`config.mk`:
```
export PLATFORM = sky130hd
export DESIGN_NAME = battery_level_gauge_hysteresis_flat
export DESIGN_NICKNAME = d
export VERILOG_FILES = /design/src/design/blg_pkg.sv /design/src/design/blg_stream_if.sv /design/src/design/battery_level_gauge_hysteresis.sv /design/src/design/blg_cfg.sv /design/src/design/blg_eval.sv /design/src/flat_wrapper.sv
export SDC_FILE = /design/constraint.sdc
export NUM_CORES = 1
export LEC_CHECK = 0
export ABC_CLOCK_PERIOD_IN_PS = 9300
export BUFFER_PORTS_ARGS = -buffer_cell sky130_fd_sc_hd__buf_2
export CORE_ASPECT_RATIO = 0.8
export CORE_MARGIN = 1
export CORE_UTILIZATION = 40
export DETAILED_ROUTE_END_ITERATION = 6
export PLACE_DENSITY = 0.68
export SYNTH_ARGS = -nofsm -noshare
export SYNTH_HDL_FRONTEND = slang
export SYNTH_SLANG_ARGS = --single-unit
```
`constraint.sdc`:
```
create_clock -name clk_i -period 9.3 [get_ports clk_i]
set_input_delay 2.325 -clock clk_i [delete_from_list [all_inputs] [get_ports clk_i]]
set_output_delay 2.325 -clock clk_i [all_outputs]
set_load 0.01 [all_outputs]
```
`src/design/blg_pkg.sv`:
```
package blg_pkg;

  localparam int unsigned CHANNELS_DEF = 2;
  localparam int unsigned NUM_THR      = 6;
  localparam int unsigned NUM_LEVELS   = 7;
  localparam int unsigned VOLT_W       = 10;
  localparam int unsigned LEVEL_W      = 3;
  localparam int unsigned TRIES_W      = 3;
  localparam int unsigned MARGIN_W     = 5;
  localparam int unsigned BAR_W        = 4;
  localparam int unsigned PADDR_W      = 5;
  localparam int unsigned PDATA_W      = 32;

  // Register indexes on the configuration port (address bits [4:2]).
  localparam logic [2:0] REG_THR_30V    = 3'd0;
  localparam logic [2:0] REG_THR_41V    = 3'd1;
  localparam logic [2:0] REG_THR_43V8   = 3'd2;
  localparam logic [2:0] REG_THR_46V4   = 3'd3;
  localparam logic [2:0] REG_THR_49V    = 3'd4;
  localparam logic [2:0] REG_THR_51V5   = 3'd5;
  localparam logic [2:0] REG_DROP_STEP  = 3'd6;
  localparam logic [2:0] REG_DROP_TRIES = 3'd7;

  localparam logic [VOLT_W-1:0] THR_30V_RST    = 10'd464;
  localparam logic [VOLT_W-1:0] THR_41V_RST    = 10'd631;
  localparam logic [VOLT_W-1:0] THR_43V8_RST   = 10'd669;
  localparam logic [VOLT_W-1:0] THR_46V4_RST   = 10'd704;
  localparam logic [VOLT_W-1:0] THR_49V_RST    = 10'd744;
  localparam logic [VOLT_W-1:0] THR_51V5_RST   = 10'd775;
  localparam logic [VOLT_W-1:0] DROP_STEP_RST  = 10'd250;
  localparam logic [TRIES_W-1:0] DROP_TRIES_RST = 3'd5;

  localparam logic [LEVEL_W-1:0] LEVEL_FULL  = 3'd6;
  localparam logic [LEVEL_W-1:0] LEVEL_EMPTY = 3'd0;
  localparam logic [LEVEL_W-1:0] LEVEL_LOW   = 3'd1;
  localparam logic [LEVEL_W-1:0] LEVEL_SEG   = 3'd2;

  // Rise margin over the band threshold, per battery and level (level 0 unused).
  localparam logic [MARGIN_W-1:0] RISE_MARGIN [2][NUM_LEVELS] = '{
    '{5'd0, 5'd17, 5'd20, 5'd10, 5'd12, 5'd12, 5'd15},
    '{5'd0, 5'd20, 5'd20, 5'd10, 5'd10, 5'd10, 5'd10}
  };

  typedef struct packed {
    logic [NUM_THR-1:0][VOLT_W-1:0] thr;
    logic [VOLT_W-1:0]              drop_step;
    logic [TRIES_W-1:0]             drop_tries;
  } cfg_t;

  typedef struct packed {
    logic              channel;
    logic [VOLT_W-1:0] adc_sample;
  } sample_t;

  typedef struct packed {
    logic               out_channel;
    logic [VOLT_W-1:0]  held_voltage;
    logic [LEVEL_W-1:0] level;
    logic               low_blink;
    logic               first_seg_on;
    logic [BAR_W-1:0]   bar_pattern;
  } result_t;

  typedef struct packed {
    logic [VOLT_W-1:0]  last_voltage;
    logic [TRIES_W-1:0] dropout_count;
    logic [LEVEL_W-1:0] shown_level;
    logic               blink_flag;
  } chan_state_t;

  function automatic logic [BAR_W-1:0] bar_of_level(input logic [LEVEL_W-1:0] lvl);
    logic [BAR_W-1:0] bar;
    unique case (lvl)
      3'd3:    bar = 4'b1000;
      3'd4:    bar = 4'b1100;
      3'd5:    bar = 4'b1110;
      3'd6:    bar = 4'b1111;
      default: bar = 4'b0000;
    endcase
    return bar;
  endfunction

endpackage

```
`src/design/blg_stream_if.sv`:
```
interface blg_stream_if #(
  parameter type data_t = logic
);
  logic  valid;
  logic  ready;
  data_t data;

  modport source (output valid, output data, input ready);
  modport sink (input valid, input data, output ready);
  modport monitor (input valid, input data, input ready);
endinterface

```
`src/design/battery_level_gauge_hysteresis.sv`:
```
// Channel    Direction  Handshake       Payload
// sample_i   in         valid / ready   channel, adc_sample
// result_o   out        valid / ready   out_channel, held_voltage, level, low_blink,
//                                       first_seg_on, bar_pattern
// APB        in         psel / penable  paddr, pwdata, prdata (pready tied high)
//
// One sample transaction is taken every cycle while the result side is not stalled.
// A result is offered once its sample has passed the input register and then the
// result register.
// The per-battery state is read, updated and written back in the same cycle that
// the result register loads, so back-to-back samples of one battery chain cleanly.
// Reset clears the pipeline valid bits, loads the register defaults and puts
// battery 0 at full level and every other battery at empty.
// When the result is stalled both stages hold; the input stage still takes a new
// sample while it is empty.
module battery_level_gauge_hysteresis #(
  parameter int unsigned CHANNELS = blg_pkg::CHANNELS_DEF
) (
  input  logic                         clk_i,
  input  logic                         rst_ni,
  blg_stream_if.sink                   sample_i,
  blg_stream_if.source                 result_o,
  input  logic                         psel,
  input  logic                         penable,
  input  logic                         pwrite,
  input  logic [blg_pkg::PADDR_W-1:0]  paddr,
  input  logic [blg_pkg::PDATA_W-1:0]  pwdata,
  output logic [blg_pkg::PDATA_W-1:0]  prdata,
  output logic                         pready
);
  import blg_pkg::*;

  // Only batteries that the one-bit channel field can name need storage.
  localparam int unsigned NSLOT = (CHANNELS > 2) ? 2 : CHANNELS;

  cfg_t        cfg;
  logic        in_vld_q;
  sample_t     in_q;
  logic        res_vld_q;
  result_t     res_q;
  logic        advance;
  logic        upd;
  chan_state_t st_rd;
  chan_state_t st_wr;
  result_t     res_d;
  chan_state_t slot_q [NSLOT];

  blg_cfg u_cfg (
    .clk_i   (clk_i),
    .rst_ni  (rst_ni),
    .psel    (psel),
    .penable (penable),
    .pwrite  (pwrite),
    .paddr   (paddr),
    .pwdata  (pwdata),
    .prdata  (prdata),
    .pready  (pready),
    .cfg_o   (cfg)
  );

  // The result register moves whenever it is empty or being drained; the input
  // register follows it.
  assign advance        = !res_vld_q || result_o.ready;
  assign sample_i.ready = !in_vld_q || advance;
  assign result_o.valid = res_vld_q;
  assign result_o.data  = res_q;

  always_ff @(posedge clk_i or negedge rst_ni) begin
    if (!rst_ni) begin
      in_vld_q <= 1'b0;
    end else if (sample_i.ready) begin
      in_vld_q <= sample_i.valid;
    end
  end

  always_ff @(posedge clk_i) begin
    if (sample_i.ready && sample_i.valid) begin
      in_q <= sample_i.data;
    end
  end

  always_comb begin
    st_rd = slot_q[0];
    if ((NSLOT > 1) && in_q.channel) begin
      st_rd = slot_q[NSLOT-1];
    end
  end

  blg_eval #(
    .CHANNELS (CHANNELS)
  ) u_eval (
    .sample_i (in_q),
    .st_i     (st_rd),
    .cfg_i    (cfg),
    .st_o     (st_wr),
    .res_o    (res_d),
    .upd_o    (upd)
  );

  for (genvar s = 0; s < NSLOT; s++) begin : g_slot
    localparam logic [LEVEL_W-1:0] LvlRst = (s == 0) ? LEVEL_FULL : LEVEL_EMPTY;

    always_ff @(posedge clk_i or negedge rst_ni) begin
      if (!rst_ni) begin
        slot_q[s].last_voltage  <= '0;
        slot_q[s].dropout_count <= '0;
        slot_q[s].shown_level   <= LvlRst;
        slot_q[s].blink_flag    <= 1'b0;
      end else if (advance && in_vld_q && upd && (32'(in_q.channel) == s)) begin
        slot_q[s] <= st_wr;
      end
    end
  end

  always_ff @(posedge clk_i or negedge rst_ni) begin
    if (!rst_ni) begin
      res_vld_q <= 1'b0;
    end else if (advance) begin
      res_vld_q <= in_vld_q;
    end
  end

  always_ff @(posedge clk_i) begin
    if (advance && in_vld_q) begin
      res_q <= res_d;
    end
  end

endmodule

```
`src/design/blg_cfg.sv`:
```
module blg_cfg (
  input  logic                          clk_i,
  input  logic                          rst_ni,
  input  logic                          psel,
  input  logic                          penable,
  input  logic                          pwrite,
  input  logic [blg_pkg::PADDR_W-1:0]   paddr,
  input  logic [blg_pkg::PDATA_W-1:0]   pwdata,
  output logic [blg_pkg::PDATA_W-1:0]   prdata,
  output logic                          pready,
  output blg_pkg::cfg_t                 cfg_o
);
  import blg_pkg::*;

  cfg_t        cfg_q;
  logic [2:0]  reg_idx;
  logic        wr_en;

  assign reg_idx = paddr[PADDR_W-1:2];
  assign wr_en   = psel && penable && pwrite;
  assign pready  = 1'b1;
  assign cfg_o   = cfg_q;

  always_ff @(posedge clk_i or negedge rst_ni) begin
    if (!rst_ni) begin
      cfg_q.thr[0]      <= THR_30V_RST;
      cfg_q.thr[1]      <= THR_41V_RST;
      cfg_q.thr[2]      <= THR_43V8_RST;
      cfg_q.thr[3]      <= THR_46V4_RST;
      cfg_q.thr[4]      <= THR_49V_RST;
      cfg_q.thr[5]      <= THR_51V5_RST;
      cfg_q.drop_step   <= DROP_STEP_RST;
      cfg_q.drop_tries  <= DROP_TRIES_RST;
    end else if (wr_en) begin
      unique case (reg_idx)
        REG_THR_30V:    cfg_q.thr[0]     <= pwdata[VOLT_W-1:0];
        REG_THR_41V:    cfg_q.thr[1]     <= pwdata[VOLT_W-1:0];
        REG_THR_43V8:   cfg_q.thr[2]     <= pwdata[VOLT_W-1:0];
        REG_THR_46V4:   cfg_q.thr[3]     <= pwdata[VOLT_W-1:0];
        REG_THR_49V:    cfg_q.thr[4]     <= pwdata[VOLT_W-1:0];
        REG_THR_51V5:   cfg_q.thr[5]     <= pwdata[VOLT_W-1:0];
        REG_DROP_STEP:  cfg_q.drop_step  <= pwdata[VOLT_W-1:0];
        REG_DROP_TRIES: cfg_q.drop_tries <= pwdata[TRIES_W-1:0];
        default:        ;
      endcase
    end
  end

  always_comb begin
    prdata = '0;
    unique case (reg_idx)
      REG_THR_30V:    prdata[VOLT_W-1:0]  = cfg_q.thr[0];
      REG_THR_41V:    prdata[VOLT_W-1:0]  = cfg_q.thr[1];
      REG_THR_43V8:   prdata[VOLT_W-1:0]  = cfg_q.thr[2];
      REG_THR_46V4:   prdata[VOLT_W-1:0]  = cfg_q.thr[3];
      REG_THR_49V:    prdata[VOLT_W-1:0]  = cfg_q.thr[4];
      REG_THR_51V5:   prdata[VOLT_W-1:0]  = cfg_q.thr[5];
      REG_DROP_STEP:  prdata[VOLT_W-1:0]  = cfg_q.drop_step;
      REG_DROP_TRIES: prdata[TRIES_W-1:0] = cfg_q.drop_tries;
      default:        prdata = '0;
    endcase
  end

endmodule

```
`src/design/blg_eval.sv`:
```
module blg_eval #(
  parameter int unsigned CHANNELS = blg_pkg::CHANNELS_DEF
) (
  input  blg_pkg::sample_t     sample_i,
  input  blg_pkg::chan_state_t st_i,
  input  blg_pkg::cfg_t        cfg_i,
  output blg_pkg::chan_state_t st_o,
  output blg_pkg::result_t     res_o,
  output logic                 upd_o
);
  import blg_pkg::*;

  logic                       in_range;
  logic [VOLT_W-1:0]          v;
  logic [VOLT_W-1:0]          old_v;
  logic [VOLT_W-1:0]          fall;
  logic                       dropout;
  logic [TRIES_W-1:0]         cnt_inc;
  logic [NUM_THR-1:0]         ge;
  logic [NUM_THR-1:0][VOLT_W-1:0] excess;
  logic [NUM_LEVELS-1:0]      hit;
  logic [NUM_LEVELS-1:0]      take;
  logic [LEVEL_W-1:0]         prev_lvl;
  logic [LEVEL_W-1:0]         lvl;
  logic                       blink;

  assign in_range = 32'(sample_i.channel) < CHANNELS;
  assign upd_o    = in_range;

  always_comb begin
    old_v   = st_i.last_voltage;
    v       = sample_i.adc_sample;
    fall    = old_v - sample_i.adc_sample;
    dropout = (old_v > sample_i.adc_sample) && (fall > cfg_i.drop_step);
    cnt_inc = st_i.dropout_count + 3'd1;
    st_o    = st_i;

    // A large fall is held off until it has been seen drop_tries times.
    if (dropout) begin
      if (cnt_inc < cfg_i.drop_tries) begin
        v                  = old_v;
        st_o.dropout_count = cnt_inc;
      end else begin
        st_o.dropout_count = '0;
      end
    end
    st_o.last_voltage = v;

    for (int k = 0; k < NUM_THR; k++) begin
      ge[k]     = v >= cfg_i.thr[k];
      excess[k] = v - cfg_i.thr[k];
    end

    hit[0]            = !ge[0];
    hit[NUM_LEVELS-1] = ge[NUM_THR-1];
    for (int b = 1; b < NUM_LEVELS - 1; b++) begin
      hit[b] = ge[b-1] && !ge[b];
    end

    prev_lvl = st_i.shown_level;
    take[0]  = hit[0];
    for (int b = 1; b < NUM_LEVELS; b++) begin
      take[b] = hit[b] && ((prev_lvl >= 3'(b)) ||
                (excess[b-1] > {5'd0, RISE_MARGIN[sample_i.channel][b]}));
    end

    // Bands are checked in rising order; the highest band taken wins.
    lvl   = prev_lvl;
    blink = st_i.blink_flag;
    for (int b = 0; b < NUM_LEVELS; b++) begin
      if (take[b]) begin
        lvl   = 3'(b);
        blink = (b == 1);
      end
    end
    st_o.shown_level = lvl;
    st_o.blink_flag  = blink;

    res_o.out_channel = sample_i.channel;
    if (in_range) begin
      res_o.held_voltage = v;
      res_o.level        = lvl;
      res_o.low_blink    = blink;
      res_o.first_seg_on = lvl >= LEVEL_SEG;
      res_o.bar_pattern  = bar_of_level(lvl);
    end else begin
      res_o.held_voltage = sample_i.adc_sample;
      res_o.level        = LEVEL_EMPTY;
      res_o.low_blink    = 1'b0;
      res_o.first_seg_on = 1'b0;
      res_o.bar_pattern  = '0;
    end
  end

endmodule

```
`src/flat_wrapper.sv`:
```
// flat-port wrapper written by rule: the top's interface ports become plain ports
module battery_level_gauge_hysteresis_flat import blg_pkg::*;
#(
  parameter int unsigned CHANNELS = blg_pkg::CHANNELS_DEF
)
  (clk_i, rst_ni, psel, penable, pwrite, paddr, pwdata, prdata, pready, sample_i_valid, sample_i_data, sample_i_ready, result_o_valid, result_o_data, result_o_ready);
  blg_stream_if #(.data_t(sample_t)) sample_i_i ();
  blg_stream_if #(.data_t(result_t)) result_o_i ();
  input  logic clk_i;
  input  logic rst_ni;
  input  logic psel;
  input  logic penable;
  input  logic pwrite;
  input  logic [blg_pkg::PADDR_W-1:0] paddr;
  input  logic [blg_pkg::PDATA_W-1:0] pwdata;
  output logic [blg_pkg::PDATA_W-1:0] prdata;
  output logic pready;
  input wire logic [$bits(sample_i_i.valid)-1:0] sample_i_valid;
  input wire logic [$bits(sample_i_i.data)-1:0] sample_i_data;
  output wire logic [$bits(sample_i_i.ready)-1:0] sample_i_ready;
  output wire logic [$bits(result_o_i.valid)-1:0] result_o_valid;
  output wire logic [$bits(result_o_i.data)-1:0] result_o_data;
  input wire logic [$bits(result_o_i.ready)-1:0] result_o_ready;
  assign sample_i_i.valid = sample_i_valid;
  assign sample_i_i.data = sample_i_data;
  assign sample_i_ready = sample_i_i.ready;
  assign result_o_valid = result_o_i.valid;
  assign result_o_data = result_o_i.data;
  assign result_o_i.ready = result_o_ready;
  battery_level_gauge_hysteresis #(.CHANNELS(CHANNELS)) u_core (.clk_i(clk_i), .rst_ni(rst_ni), .sample_i(sample_i_i), .result_o(result_o_i), .psel(psel), .penable(penable), .pwrite(pwrite), .paddr(paddr), .pwdata(pwdata), .prdata(prdata), .pready(pready));
endmodule
```
==> metrics.md, run 1 <==
| Metric | Value |
|---|---|
| Status | complete, no violations |
| Share of layout cells above drive strength 1 | 0.2042 |
| Core area | 25,370 um^2 |
| Htree depth | 4 |
| Worst setup SP type | flip-flop |
| Design Power | 4.620 mW |
| Post-Route Skew | 11.89 ps |
| Synth Area in Compound Gates | 0.1925 |
| FF+latch area | 3709 um^2 |
| Leak | 5.122 nW |
| Number of fillers in the final layout | 2,445 |
| Post-synthesis adder-cell area fraction | 0.1233 |
| Rows | 52 |
| Met2 wire length | 12.67 mm |
| Starting Density | 0.4096 |
| Cell taking the most area after synthesis | dfrtp_1 |
| GRT Overall Usage | 0.2272 |
| Final ANT Viol Nets | 0 |
| CP Capture Type | flip-flop |
| Final net count | 1,320 |
| Clock Tree Buf Depth | 2 |
| Post-route setup TNS | 0 ps |
| Slowest stage delay, CP | 680 ps |
| Routed met3 length | 1.970 mm |
| CTS tree | yes |
| Post-synth EDFFs | 31 |
| Post-Synthesis Cells | 1,102 |
| Synth Area in XOR/XNOR | 0.02107 |
| Clock root buffer master | clkbuf_16 |
| TritonRoute pass-1 iters | 5 |
| Mapped Area | 10,390 um^2 |
| DRT met1 WL | 14.37 mm |
| Post-CTS Repair Setup Buffers | 0 |
| Post-CTS sizing | 0 |
| Gr ovfl total | 0 |
| Worst Reg2Reg Path Length in Cells | 31 |
| Simple-Gate Fraction of Synth Area | 0.1312 |
| Routed vias/inst | 5.710 |
| Initial antenna violation count | 0 |
| Peak supply drop | 0.0001565 V |
| Worst Hold Depth | 2 |
| Final setup fails | 0 |
| Die height | 146.2 um |
| Placer Congestion | 0.9094 |
| Period utilisation layout | 0.8930 |
| Slowest stage cell, crit path | edfxtp_1 |
| Yosys Warn Count | 0 |
| Area of the multi-input gates | 6085 um^2 |
| Arrival time worst endpoint | 8460 ps |
| Mean Syn Cell Area | 9.432 um^2 |
| DRT iter0 DRCs | 687 |
| Count of maximum capacitance violations | 0 |
| Crit Path Class | reg2reg |
| Via count | 8,593 |
| Remaining DRCs | 0 |
| Slew HR | 0.1724 |
| Crit path required time | 9460 ps |
| Clock sink total | 140 |
| Hold Vio Cnt, Final | 0 |
| Least-Margin Pin Slew | 1237 ps |
| FMAX | 120.4 MHz |
| Top sig layer | met4 |
| Primary FF master, synth | dfrtp_1 |
| Crit path max fanout | 18 |
| Die ar. | 26,640 um^2 |
| Main area contributors after synthesis | dfrtp_1 (17%), ha_1 (11%), dfstp_2 (10%) |
| I/O pin cnt | 110 |
| Hold_buf cts | 0 |
| Mux cell area share after synthesis | 0.1086 |
| Largest family of logic cells by synthesized area | compound AO/OA/AOI/OAI gates |
| Clock slew at reported path FFs | 60 ps |
| Placed wire-length estimate | 22.25 mm |
| Post-synthesis sequential area ratio | 0.3568 |
| Synth-to-layout area growth | 11.63% |
| RSZ-0062 raised after global routing | false |
| Worst skew pair latency | 440 ps |
| Yosys reg bits | 140 |
| First-pass GRT wire length | 45.66 mm |
| Tmin final | 8305 ps |
| Place WS | 1159 ps |
| Final Max Tran Viols | 0 |
| Width of the die | 182.2 um |
| Wire per inst | 19.62 um |
| Largest net degree at the start of global routing | 78 |
| Power Density | 398.2 nW/um^2 |
| Vias in the first global route | 7,821 |
| PortBufs | 62 |
| HP Class | reg2reg |
| Yosys top cell area share | 0.1661 |
| Stages on worst setup path | 31 |
| Post-Route WL | 29.53 mm |
| CP bufs+invs | 1 |
| Delay-heaviest family, CP | compound AO/OA/AOI/OAI gates |
| Post-synthesis cell type count | 84 |
| Hold WS | 481.0 ps |
| TritonCTS Buffers | 17 |
| Post-route setup slack | 995.2 ps |
| FFs w/ async S/R, synth | 0.7786 |
[layout make-up]
cell class	count	share of cell area
Clock inverter	9	0.005823
Antenna cell	1	0.0002157
Sequential cell	140	0.3196
Inverter	104	0.03365
Tap cell	324	0.03494
Multi-Input combinational cell	829	0.5244
Clock buffer	23	0.04594
Timing Repair Buffer	75	0.03537
[power by group]
| part | switching (mW) | total [mW] | leakage, nW | internal [mW] |
|---|---|---|---|---|
| Combinational | 1.75 | 2.97 | 3.29 | 1.22 |
| Sequential | 0.0935 | 0.960 | 1.54 | 0.867 |
| Clock | 0.282 | 0.690 | 0.295 | 0.408 |
| Total | 2.13 | 4.62 | 5.12 | 2.49 |
[synthesized netlist by cell type, types with 7 or more instances]
| cell type | number |
|---|---|
| a31oi_1 | 7 |
| mux2_2 | 66 |
| nor3_1 | 16 |
| or2_2 | 7 |
| ha_1 | 92 |
| nor2b_1 | 19 |
| clkbuf_1 | 21 |
| xor2_1 | 8 |
| buf_4 | 23 |
| nand2_1 | 107 |
| a21oi_1 | 60 |
| o21ai_0 | 111 |
| nand4_1 | 13 |
| mux4_2 | 8 |
| o31ai_1 | 10 |
| dfstp_2 | 40 |
| o21a_1 | 17 |
| xnor2_1 | 17 |
| mux2i_1 | 19 |
| inv_1 | 103 |
| nor2_1 | 54 |
| o211ai_1 | 12 |
| a21o_1 | 17 |
| edfxtp_1 | 31 |
| nand3_1 | 13 |
| dfrtp_1 | 69 |
| nand3b_1 | 7 |
| nand2b_1 | 13 |
[sequential cells by signal, summed over array words and instances (netlist names)]
register	cells
u_core.result_o.valid	1
u_core.slot_q	34
u_core.in_vld_q	1
u_core.in_q	11
u_core.u_cfg.cfg_o	73
u_core.result_o.data	20
[cell families after synthesis]
group,Yosys count
and+or+nand+nor,281
adders and majority gates,99
buffers and inverters,154
muxes,94
xor gates and xnor gates,25
AOI/OAI and AO/OA,307
other,2
DFF,140
[routing by layer]
layer,track usage,up-vias
met5,0,-
met3,0.03742,28
met4,0.06134,0
met1,0.3408,4188
met2,0.3358,292
li1,-,4085
[tightest hold or removal path, stage by stage, from the launching register on]
cell	delay (ps)
dfrtp_1	340
nand2_1	50
o21ai_0	60
[through the flow]
stage	cell area (um^2)	instances	util
2_1_floorplan	10470	1123	-
6_report	11600	1505	0.4572
3_3_place_gp	11000	1472	0.4335
5_1_grt	11600	1504	0.4572
4_1_cts	11600	1504	0.4572
3_5_place_dp	11000	1472	0.4335
[worst paths after layout]
check | slack (ps) | endpoint | start
setup / recovery | 1000 | u_core.result_o.data[3] | u_core.in_q[10]
hold reg to reg | 480 | u_core.slot_q[5] | u_core.slot_q[5]
min in group asynchronous | 1870 | u_core.slot_q[1] | rst_ni
setup reg to reg | 1000 | u_core.result_o.data[3] | u_core.in_q[10]
hold / removal | 480 | u_core.slot_q[5] | u_core.slot_q[5]
max in group asynchronous | 6050 | u_core.slot_q[24] | rst_ni
[layout by cell type (no fill, tap or decap), types with 5 or more instances in the layout]
| master | synthesis | final |
|---|---|---|
| a21boi_0 | 5 | 5 |
| a21o_1 | 17 | 17 |
| a21oi_1 | 60 | 60 |
| a31oi_1 | 7 | 7 |
| and3_1 | 5 | 5 |
| buf_2 | 2 | 61 |
| buf_4 | 23 | 14 |
| clkbuf_16 | 0 | 21 |
| conb_1 | 2 | 23 |
| dfrtp_1 | 69 | 69 |
| dfstp_2 | 40 | 40 |
| edfxtp_1 | 31 | 31 |
| fa_1 | 6 | 6 |
| ha_1 | 92 | 92 |
| inv_1 | 103 | 103 |
| mux2_2 | 66 | 66 |
| mux2i_1 | 19 | 19 |
| mux4_2 | 8 | 8 |
| nand2_1 | 107 | 107 |
| nand2b_1 | 13 | 13 |
| nand3_1 | 13 | 13 |
| nand3b_1 | 7 | 7 |
| nand4_1 | 13 | 13 |
| nor2_1 | 54 | 54 |
| nor2b_1 | 19 | 19 |
| nor3_1 | 16 | 15 |
| o2111ai_1 | 6 | 6 |
| o211ai_1 | 12 | 12 |
| o21a_1 | 17 | 17 |
| o21ai_0 | 111 | 109 |
| o22ai_1 | 6 | 6 |
| o31ai_1 | 10 | 10 |
| or2_2 | 7 | 7 |
| xnor2_1 | 17 | 17 |
| xor2_1 | 8 | 8 |
Note: power is estimated with default switching activity, not from simulation.
==> run 2: changes to the inputs <==
Settings changed: SYNTH_HIERARCHICAL from default to 1.
==> metrics.md, run 2 <==
| Metric | Value |
|---|---|
| Status | finished with violations |
| Failing checks | design-rule violations |
| R2R Setup Slk | 1050 ps (+50 ps) |
| Via count | 8,177 (-4.8%) |
| Post-Route Skew | 12.15 ps (+0.2594 ps) |
| Delay-heaviest family, CP | compound AO/OA/AOI/OAI gates |
| PortBufs | 62 (unchanged) |
| Remaining DRCs | 11 (+11) |
| TritonRoute pass-1 iters | 7 (+2) |
| Post-Route WL | 29.20 mm (-1.1%) |
| FMAX | 121.2 MHz (+0.62%) |
| Most common cell in the netlist | mux2_2 |
| Largest net degree at the start of global routing | 76 (-2.6%) |
| TritonCTS Buffers | 17 (unchanged) |
| Cell taking the most area after synthesis | dfrtp_1 |
| DRT iter0 DRCs | 689 (+0.29%) |
| Post-route setup slack | 1046 ps (+50.93 ps) |
| Synth-to-layout area growth | 9.547% |
| Rows | 53 (+1.9%) |
| Die ar. | 27,830 um^2 (+4.5%) |
| Register share of total power | 0.214 (+0.006) |
| Least-Margin Pin Slew | 1156 ps (-81.17 ps) |
| Gr ovfl total | 0 (unchanged) |
| Width of the die | 186.3 um (+2.2%) |
| Power Density | 372.2 nW/um^2 (-6.5%) |
| Worst Reg2Reg Path Length in Cells | 29 (-6.5%) |
| Clock root buffer master | clkbuf_16 |
| Post-CTS sizing | 0 (unchanged) |
| Max reg flops | 73 (unchanged) |
| HP Class | reg2reg |
| Place WS | 1335 ps (+176.7 ps) |
| Final ANT Viol Nets | 0 (unchanged) |
| Final net count | 1,227 (-7.0%) |
| Clock Tree Buf Depth | 2 (unchanged) |
| Sw Ratio | 0.4597 (-0.001163) |
| Core area | 26,460 um^2 (+4.3%) |
| Crit Path Class | reg2reg |
| Hold Vio Cnt, Final | 0 (unchanged) |
| Routed vias/inst | 5.655 (-0.96%) |
| R2r endpoint | u_core/slot_q[18] |
| Share of layout cells above drive strength 1 | 0.2886 (+0.08437) |
| Slowest stage delay, CP | 880 ps (+200 ps) |
| Post-route setup TNS | 0 ps (unchanged) |
| Die height | 149.4 um (+2.2%) |
| Worst skew pair latency | 440 ps (about the same) |
| Clock slew at reported path FFs | 60 ps (about the same) |
| Post-layout util | 0.4499 (-0.007398) |
| Internal Power | 2.394 mW (-3.9%) |
| CP bufs+invs | 3 (+2) |
| Mapped Area | 10,870 um^2 (+4.5%) |
| Vias in the first global route | 7,663 (-2.0%) |
| Peak supply drop | 0.0001756 V (+12%) |
| Synth cell count leaders | mux2_2 (123), inv_1 (97), ha_1 (91), dfrtp_1 (69), nor2_1 (45) |
| Clk network pwr share | 0.153 (+0.004) |
| Post-synthesis sequential area ratio | 0.3413 (-0.01549) |
| Most common cell after layout, fill and taps aside | mux2_2 |
| Comb pwr share | 0.633 (-0.010) |
| Clock sink total | 140 (unchanged) |
| Worst Hold Depth | 1 (-1) |
| Yosys reg bits | 140 (unchanged) |
| GRT Overall Usage | 0.2162 (-0.01098) |
| Post-CTS Repair Setup Buffers | 0 (unchanged) |
| RSZ-0062 raised after global routing | false |
| Worst Hold Endpoint | u_core/slot_q[15] |
| Startpoint of the lowest-slack hold path | u_core/slot_q[15] |
| Wire per inst | 20.19 um (+2.9%) |
| Leak | 5.078 nW (-0.86%) |
| Final setup fails | 0 (unchanged) |
| Initial antenna violation count | 0 (unchanged) |
| Post-synthesis cell type count | 92 (+9.5%) |
| Crit path max fanout | 15 (-3) |
| Worst setup SP type | flip-flop |
| Crit path required time | 9610 ps (+150 ps) |
| First-pass GRT wire length | 44.50 mm (-2.5%) |
| Htree depth | 4 (unchanged) |
| Placer Congestion | 0.9366 (+3.0%) |
| Count of maximum capacitance violations | 0 (unchanged) |
| Most frequent cells in the layout | mux2_2 (123), inv_1 (97), ha_1 (91) |
| CTS tree | yes |
| Number of fillers in the final layout | 2,489 (+1.8%) |
| Slew HR | 0.2271 (+0.05466) |
| Yosys top cell area share | 0.1589 (-0.007212) |
| Arrival time worst endpoint | 8570 ps (+110 ps) |
| Starting Density | 0.4106 (+0.001034) |
| Placed wire-length estimate | 21.83 mm (-1.9%) |
| Mean Syn Cell Area | 10.53 um^2 (+12%) |
| Post-synth EDFFs | 31 (unchanged) |
| CP Capture Type | flip-flop |
| Tmin final | 8254 ps (-50.93 ps) |
| FFs w/ async S/R, synth | 0.7786 (unchanged) |
| I/O pin cnt | 110 (unchanged) |
| Primary FF master, synth | dfrtp_1 |
| Final Max Tran Viols | 0 (unchanged) |
| Yosys Warn Count | 6 (+6) |
| Post-Synthesis Cells | 1,032 (-6.4%) |
| Slowest stage cell, crit path | o31ai_1 |
| Hold_buf cts | 0 (unchanged) |
| Psw | 2.037 mW (-4.3%) |
| Reg-to-Reg Start | u_core/in_q[10] |
| Main area contributors after synthesis | dfrtp_1 (16%), mux2_2 (13%), ha_1 (10%) |
| Period utilisation layout | 0.8875 (-0.005477) |
## run 2: cell count changes after synthesis, moves of 10 or more
cell	previous run	this run
buf_2	2	12
o21ai_0	111	43
nand4b_1	1	13
mux2_2	66	123
nand2_1	107	28
a21oi_1	60	43
clkbuf_1	21	6
buf_4	23	44
## run 2: stage by stage
stage | hold slack, ps | total power [mW] | cells | cell area (um^2)
2_1_floorplan | 473.6 | 3.092 | 1053 | 10940
3_3_place_gp | 480.4 | 3.633 | 1413 | 11310
3_5_place_dp | 489.9 | 3.689 | 1413 | 11310
4_1_cts | 506.4 | 4.396 | 1445 | 11900
5_1_grt | 509.5 | 4.781 | 1445 | 11900
6_report | 503.4 | 4.430 | 1446 | 11900
## run 2: layout make-up
cell class / instances / area (um^2) / area share
diodes: 1 / 2.502 / 0.0002102
clock buffers: 17 / 425.4 / 0.03574
clock inverters: 15 / 166.4 / 0.01398
inverters: 98 / 367.9 / 0.03091
multi-input cells: 750 / 6427 / 0.5400
flip-flops and latches: 140 / 3709 / 0.3116
well taps: 357 / 446.7 / 0.03753
repair buffers: 68 / 357.8 / 0.03006
## run 2: kinds of logic after synthesis
logic type,after synthesis,synth area share
AOI/OAI and AO/OA,220,0.1462
other,3,0.001036
muxes,166,0.1818
adders and majority gates,97,0.1158
DFF,140,0.3413
buffers and inverters,163,0.07439
xor gates and xnor gates,27,0.02176
and+or+nand+nor,216,0.1176
## run 2: power groups by stage
stage / Combinational (mW) / Clock (mW) / Sequential [mW]
floorplan: 2.16 / 0 / 0.932
global placement: 2.69 / 0 / 0.946
detailed placement: 2.73 / 0 / 0.955
CTS: 2.75 / 0.697 / 0.946
global route: 3.09 / 0.723 / 0.967
finish: 2.80 / 0.679 / 0.948
## run 2: routing by layer
layer	global-route usage	wire, um	up-vias
li1	-	-	3825
met1	0.3201	14050	3990
met2	0.2966	11840	331
met3	0.07179	2849	31
met4	0.05574	463	0
met5	0	0	-
## run 2: worst register-to-register path: cells and delay by family (launching register included)
family                     cells  cell delay, ps
buffers and inverters          3             400
xor gates and xnor gates       2             320
and+or+nand+nor                7            1230
AOI/OAI and AO/OA             10            2640
DFF                            1             850
muxes                          3            1350
adders and majority gates      4            1350
## run 2: worst max-delay path by stage
stage                               start                 endpoint  slack (ps)  cells past startpoint
after floorplan           u_core/in_q[10]         u_core/slot_q[3]        2020                     34
after global placement    u_core/in_q[10]  u_core/result_o.data[4]        1440                     31
after detailed placement  u_core/in_q[10]        u_core/slot_q[18]        1340                     29
after CTS                 u_core/in_q[10]        u_core/slot_q[18]        1260                     29
after global routing      u_core/in_q[10]        u_core/slot_q[18]         560                     29
final                     u_core/in_q[10]        u_core/slot_q[18]        1050                     29
